$ cat src/hw/rtl/bitmap_block_allocator_macros.svh
// Assertion macros for the bitmap block allocator.
// Included by the files that carry concurrent assertions; no other dependencies.
`ifndef BITMAP_BLOCK_ALLOCATOR_MACROS_SVH
`define BITMAP_BLOCK_ALLOCATOR_MACROS_SVH

`ifndef SYNTH
// Antecedent implies consequent in the same cycle.
`define BBA_ASSERT_IMPLIES(label, clk, rst, ante, cons) \
   label: assert property (@(posedge clk) disable iff (rst) (ante) |-> (cons)) \
      else $error("assertion failed");
// Condition never holds.
`define BBA_ASSERT_NEVER(label, clk, rst, cond) \
   label: assert property (@(posedge clk) disable iff (rst) !(cond)) \
      else $error("assertion failed");
`else
`define BBA_ASSERT_IMPLIES(label, clk, rst, ante, cons)
`define BBA_ASSERT_NEVER(label, clk, rst, cond)
`endif

`endif

$ cat src/hw/rtl/bba_pkg.sv
// Shared constants and types for the bitmap block allocator.
// No dependencies; used by bba_search and bitmap_block_allocator.
`timescale 1ns / 1ps
`default_nettype none

package bba_pkg;

   localparam int MAX_BLOCKS = 8192;
   localparam int CNT_W      = 14;
   localparam int WORD_BITS  = 32;
   localparam int BIT_AW     = $clog2(WORD_BITS);
   localparam int MAP_WORDS  = MAX_BLOCKS / WORD_BITS;
   localparam int WORD_AW    = $clog2(MAP_WORDS);
   localparam int IDX_W      = WORD_AW + BIT_AW;
   localparam int GROUP_SIZE = 16;
   localparam int GROUP_AW   = $clog2(GROUP_SIZE);
   localparam int GROUPS     = MAP_WORDS / GROUP_SIZE;
   localparam int GSEL_AW    = $clog2(GROUPS);

   localparam logic       CMD_ALLOC       = 1'b0;
   localparam logic       CMD_FREE        = 1'b1;
   localparam logic [1:0] STATUS_OK       = 2'd0;
   localparam logic [1:0] STATUS_NO_FREE  = 2'd1;
   localparam logic [1:0] STATUS_BAD_BLOCK = 2'd2;

   typedef struct packed {
      logic               found;
      logic [WORD_AW-1:0] word;
   } search_result_type;

endpackage

`default_nettype wire

$ cat src/hw/rtl/bba_search.sv
// Two-stage search for the lowest map word that still has a free bit.
// Depends on bba_pkg; works from the per-word full flags kept by the top level.
`timescale 1ns / 1ps
`default_nettype none

module bba_search (
   input  wire logic                                   clock,
   input  wire logic [bba_pkg::MAP_WORDS-1:0]          full_map,
   output bba_pkg::search_result_type                  result
);
   import bba_pkg::*;

   logic [GSEL_AW-1:0]    group_in;
   logic                  group_ok_in;
   logic [GSEL_AW-1:0]    group_ff;
   logic                  group_ok_ff;
   logic [GROUP_SIZE-1:0] slice;
   logic [GROUP_AW-1:0]   word_in;
   logic                  word_ok_in;
   search_result_type     result_ff;

   // First stage: lowest group of words that holds a word which is not full.
   always_comb begin
      group_in    = '0;
      group_ok_in = 1'b0;
      for (int g = GROUPS - 1; g >= 0; g--) begin
         if (!(&full_map[g*GROUP_SIZE +: GROUP_SIZE])) begin
            group_in    = GSEL_AW'(g);
            group_ok_in = 1'b1;
         end
      end
   end

   always_ff @(posedge clock) begin
      group_ff    <= group_in;
      group_ok_ff <= group_ok_in;
   end

   // Second stage: lowest word inside the chosen group.
   always_comb begin
      slice      = full_map[group_ff*GROUP_SIZE +: GROUP_SIZE];
      word_in    = '0;
      word_ok_in = 1'b0;
      for (int w = GROUP_SIZE - 1; w >= 0; w--) begin
         if (!slice[w]) begin
            word_in    = GROUP_AW'(w);
            word_ok_in = 1'b1;
         end
      end
   end

   always_ff @(posedge clock) begin
      result_ff.found <= group_ok_ff & word_ok_in;
      result_ff.word  <= {group_ff, word_in};
   end

   assign result = result_ff;

endmodule

`default_nettype wire

$ cat config.mk
export PLATFORM = sky130hd
export DESIGN_NAME = bba_search
export DESIGN_NICKNAME = d
export VERILOG_FILES = /design/src/hw/rtl/bitmap_block_allocator_macros.svh /design/src/hw/rtl/bba_pkg.sv /design/src/hw/rtl/bba_search.sv
export SDC_FILE = /design/constraint.sdc
export NUM_CORES = 1
export LEC_CHECK = 0
export BUFFER_PORTS_ARGS = -buffer_cell sky130_fd_sc_hd__buf_2
export CORE_AREA = 4 4 100 102
export DETAILED_ROUTE_END_ITERATION = 6
export DIE_AREA = 0 0 104 106
export GPL_ROUTABILITY_DRIVEN = 1
export PLACE_DENSITY = 0.85
export SLEW_MARGIN = 5
export SYNTH_ARGS = -nofsm -noshare
export SYNTH_HDL_FRONTEND = slang
export SYNTH_SLANG_ARGS = --single-unit
$ cat constraint.sdc
create_clock -name clock -period 5.8 [get_ports clock]
set_input_delay 1.45 -clock clock [delete_from_list [all_inputs] [get_ports clock]]
set_output_delay 1.45 -clock clock [all_outputs]
set_load 0.05 [all_outputs]
* Word-level counts from Yosys, hierarchy flattened *
Cells that the tools add are included.
W data, S select, Z words.

cells by class
  reduce and logical (&&, ||, !) cells = 23
  bitwise logic cells = 1
  multiplexer cells = 47
  shift operators = 1

operators with widths
  kind                 number
  $reduce_and A16 Y1   16
  $shiftx A256 B9 Y16  1
  $reduce_and A240 Y1  1
  $reduce_and A128 Y1  1
  $mux W4              16
  $reduce_and A64 Y1   1
  $reduce_and A32 Y1   1
  $mux W3              8
  $mux W1              19
  $mux W2              4
  $reduce_and A8 Y1    1
  $reduce_and A4 Y1    1
  $reduce_and A2 Y1    1
  $and A1 B1 Y1        1

word-level totals
  logic and storage cells = 83
  bits in registers = 14
  output and inout bits = 9

* Longest topological paths before layout *
  depth after elaboration = 18
  mapped depth = 9

* Least setup slack after synthesis *
OpenSTA, ideal clock, no wires.

  path kind = input to register
  start = input full_map[51] (netlist name)
  end = register result_ff (netlist bit result[3])
  cell stages on the path = 6
  data required time = 5.672 ns
  buffers on the path = 0
  path slack = 2.803 ns
  data arrival time = 2.869 ns
  cell sequence = mux4_4 > mux4_2 > o21a_1 > nand3_1 > nor3_1 > nor2b_1

on the way
  word-level cells in the longest chain between the ends = 2

ends and longest elaborated chain
  what                                line              RTL
  from (decl)                         bba_search.sv:8   input wire logic [bba_pkg::MAP_WORDS-1:0] full_map,
  $shiftx A256 B9 Y16                 bba_search.sv:41  slice = full_map[group_ff*GROUP_SIZE +: GROUP_SIZE];
  $reduce_and A8 Y1 (no source line)  --
  to (decl)                           bba_search.sv:20  search_result_type result_ff;

No other way between the ends.
A chain may end at the register's enable or synchronous reset.

* Worst setup path in the final report *
  start = register group_ff[0]
  end = register result_ff (netlist bit result[0])

on the way
  word-level cells in the longest chain between the ends = 16

ends and longest elaborated chain
  what                     line              RTL
  from (decl)              bba_search.sv:15  logic [GSEL_AW-1:0] group_ff;
  from (signal assigned)   bba_search.sv:35  group_ff <= group_in;
  $shiftx A256 B9 Y16 (*)  bba_search.sv:41
  $mux W4 (8 in series)    bba_search.sv:45  if (!slice[w]) begin
  $mux W3 (4 in series)    bba_search.sv:45
  $mux W2 (2 in series)    bba_search.sv:45
  $mux W1                  bba_search.sv:45

Mark *: on every way between the ends. The rest lies on a longest branch, timed or not.

==> flow_summary.toml <==
[clock_network]
cts-root-buf = "clkbuf_8"
cts.repair.resized = 0
clk_latency_ns = 0.25
holdBufCountCts = 0
clockBufferDepth = 2
htreeDepth = 1
postCtsSetupRepairBufs = 0
clock-sinks = 14
cts_buffers = 3
path_clk_slew_ns = 0.06
cts_tree = "built"

[global_route]
grt.overflow.total = 0
antenna_found_initial = 0
grt_max_degree = 36
grt_pass1_vias = 4413
grt_pass1_wl_um = 24000
track_usage = 0.278

[power_and_ir_drop]
p_leak_uw = 0.00181
p_int_uw = 251
peakVddDrop_v = 0.0000659
p_comb_frac = 0.522
p_sw_frac = 0.337
p_seq_frac = 0.258
pwr_density_cell_nw_per_um2 = 83.4
switchingPower_uw = 127
p_total_uw = 378
p_clk_frac = 0.221

[run]
cap_violations = 0

[finish]
n_antenna_cell = 0
nFillCells = 889
multi_input_area_sq_um = 2710
syn_to_final_growth_pct = 43.6
regArea_sq_um = 285
design_area_sq_um = 4540
final_nets = 795
drive_above_1_share = 0.637

[worst_setup_path]
path_cells = "buf_4 > mux4_2 > a22o_1 > a221oi_2 > nand2_1 > a311oi_1 > o21ai_1"
crit_end = "result[0]$_SDFF_PN0_"
worst-r2r-setup-slack_ns = 2.63
cp.arrival_ns = 3.30
cp.depth = 7
cp_slowest_cell = "dfxtp_4"
timing.rr.end = "result[0]$_SDFF_PN0_"
critical_path_class = "register to register"
start_kind = "register"
crit_start = "group_ff[0]$_SDFF_PN0_"
end_kind = "register"
worst-path-max-fanout = 35
slowest_delay_ns = 0.77
crit_required_ns = 5.93
worstRegToRegCells = 7
crit_family = "compound AO/OA/AOI/OAI gates"
r2r_start = "group_ff[0]$_SDFF_PN0_"
cp.buffers_inverters = 1

[status]
status = "finished, final reports clean"

[placed_design]
placed_cell_area_sq_um = 4490
portBuffers = 265
gp_congestion = 0.978
dp_hpwl_um = 14600

[floorplan]
row_count = 35
core_area_sq_um = 9110
dieArea_sq_um = 11000
die_w_um = 104
ios = 266
initial_utilization = 0.347
die_h_um = 106

[min_path]
whs_path_depth = 1
min_path_type = "register to register"

[synth]
post_synth_num_cell_types = 43
synthesis.nets = 543
synthFlopType = "dfxtp_1"
synth-seq-cells = 14
synth_enable_flop_cells = 0
synth.avg_cell_area_sq_um = 11.0
ys_warn_count = 0
syn_inst = 286
async_reset_ff_frac = 0
ys_seq_area_frac = 0.0887
syn_area_sq_um = 3160

[route]
vias = 4199
routedWlPerCell_um = 25.1
avgViaCountPerCell = 6.48
detail-route-antenna-nets = 0
drt-pass1-iter-count = 5
wl_um = 16300
route.detailed.drc = 0
dr.first_iter.drc_count = 333

[timing]
fin_skew_ns = 0.00371
max_freq_mhz = 315
maxSlewHeadroom = 0.283
rsz0062_at_grt = "no"
finalSetupTns_ns = 0
worst_slew_pin_slew_ns = 1.07
fin_crit_sh = 0.547
finalHoldViolCount = 0
setup_viol = 0
drv_slew = 0
period_needed_ns = 3.17
[power by group through the flow]
stage | combinational (uW) | clock [uW] | sequential [uW]
6_report | 197 | 83.4 | 97.4
5_1_grt | 209 | 91.0 | 97.5
4_1_cts | 193 | 84.9 | 97.5
3_5_place_dp | 193 | 0 | 99.6
3_3_place_gp | 190 | 0 | 99.6
2_1_floorplan | 58.2 | 0 | 104
[per-layer routing]
metal / part of all wire / global-route usage / vias up
met3: 0.095 / 0.0607 / 36
li1: - / - / 1829
met1: 0.36 / 0.340 / 2035
met4: 0.025 / 0.0655 / 0
met5: 0 / 0 / -
met2: 0.52 / 0.502 / 299
[state kept, by name, summed over array words and instances (netlist names)]
signal and cells:
result 9, group_ff 4, group_ok_ff 1
[cells in the mapped netlist (2+ instances only)]
master | count | area, sq um
clkbuf_1 | 4 | 15.0
mux4_1 | 8 | 210
buf_6 | 4 | 45.0
a31oi_1 | 2 | 12.5
a22oi_2 | 2 | 25.0
mux4_2 | 59 | 1330
inv_1 | 3 | 11.3
a21boi_0 | 2 | 15.0
a221oi_2 | 3 | 45.0
nor3_1 | 4 | 20.0
buf_12 | 2 | 40.0
dfxtp_1 | 14 | 280
nand3_1 | 6 | 30.0
and2_1 | 2 | 12.5
nand2_2 | 2 | 12.5
or4_1 | 2 | 15.0
nor2_1 | 6 | 22.5
nor2b_1 | 4 | 25.0
buf_2 | 9 | 45.0
a22o_1 | 6 | 52.6
a22oi_1 | 10 | 75.1
nand4_1 | 68 | 425
o21ai_0 | 3 | 15.0
nand2_1 | 23 | 86.3
o211ai_1 | 3 | 22.5
nor4_1 | 16 | 100
a21oi_1 | 3 | 15.0
[cells in the final DEF, fill, tap and decap left out, drive strengths merged]
cell type | Yosys | routed
nand4 | 68 | 68
a221oi | 4 | 4
a311oi | 1 | 1
and2 | 2 | 2
nor2 | 6 | 6
nor3 | 4 | 4
clkbuf | 4 | 4
nor2b | 4 | 4
nand2 | 25 | 25
a22o | 6 | 6
and4 | 1 | 1
o211ai | 3 | 3
nor4 | 16 | 16
a21boi | 3 | 3
o21ai | 4 | 4
buf | 16 | 267
dfxtp | 14 | 14
and3 | 1 | 1
o21a | 1 | 1
or4 | 2 | 2
a221o | 1 | 1
nand3 | 6 | 6
nand4b | 1 | 1
a21oi | 4 | 4
mux4 | 68 | 68
a22oi | 12 | 12
nand2b | 1 | 1
inv | 3 | 3
a31oi | 2 | 2
o221ai | 2 | 2
a211oi | 1 | 1
[cells by family after synthesis]
family | synth area share
multiplexers | 0.495
AO/OA/AOI/OAI | 0.117
buffers and inverters | 0.0519
AND/OR/NAND/NOR | 0.247
flip-flops | 0.0887
[stage by stage]
stage / util / setup WS [ns] / hold slack, ns / instances
after CTS: 0.498 / 2.61 / 0.478 / 648
after global placement: 0.493 / 2.58 / 0.443 / 644
after detailed placement: 0.493 / 2.55 / 0.463 / 644
after global routing: 0.498 / 2.31 / 0.492 / 648
final: 0.498 / 2.63 / 0.473 / 648
after floorplan: - / 2.80 / 0.326 / 286
[final cells by class]
class	instances	share of cell area
multi-input cells	249	0.598
repair buffers	267	0.296
flip-flops and latches	14	0.0629
well taps	111	0.0306
clock buffers	4	0.00993
inverters	3	0.00248
[worst min-delay path by stage]
stage	start	end	slack, ns
floorplan	group_ff[1]$_SDFF_PN0_	result[5]$_DFF_P_	0.33
global placement	group_ok_ff$_SDFF_PN1_	result[8]$_DFF_P_	0.44
detailed placement	group_ok_ff$_SDFF_PN1_	result[8]$_DFF_P_	0.46
CTS	group_ok_ff$_SDFF_PN1_	result[8]$_DFF_P_	0.48
global route	group_ok_ff$_SDFF_PN1_	result[8]$_DFF_P_	0.49
finish	group_ok_ff$_SDFF_PN1_	result[8]$_DFF_P_	0.47
(Power assumes the default switching activity.)
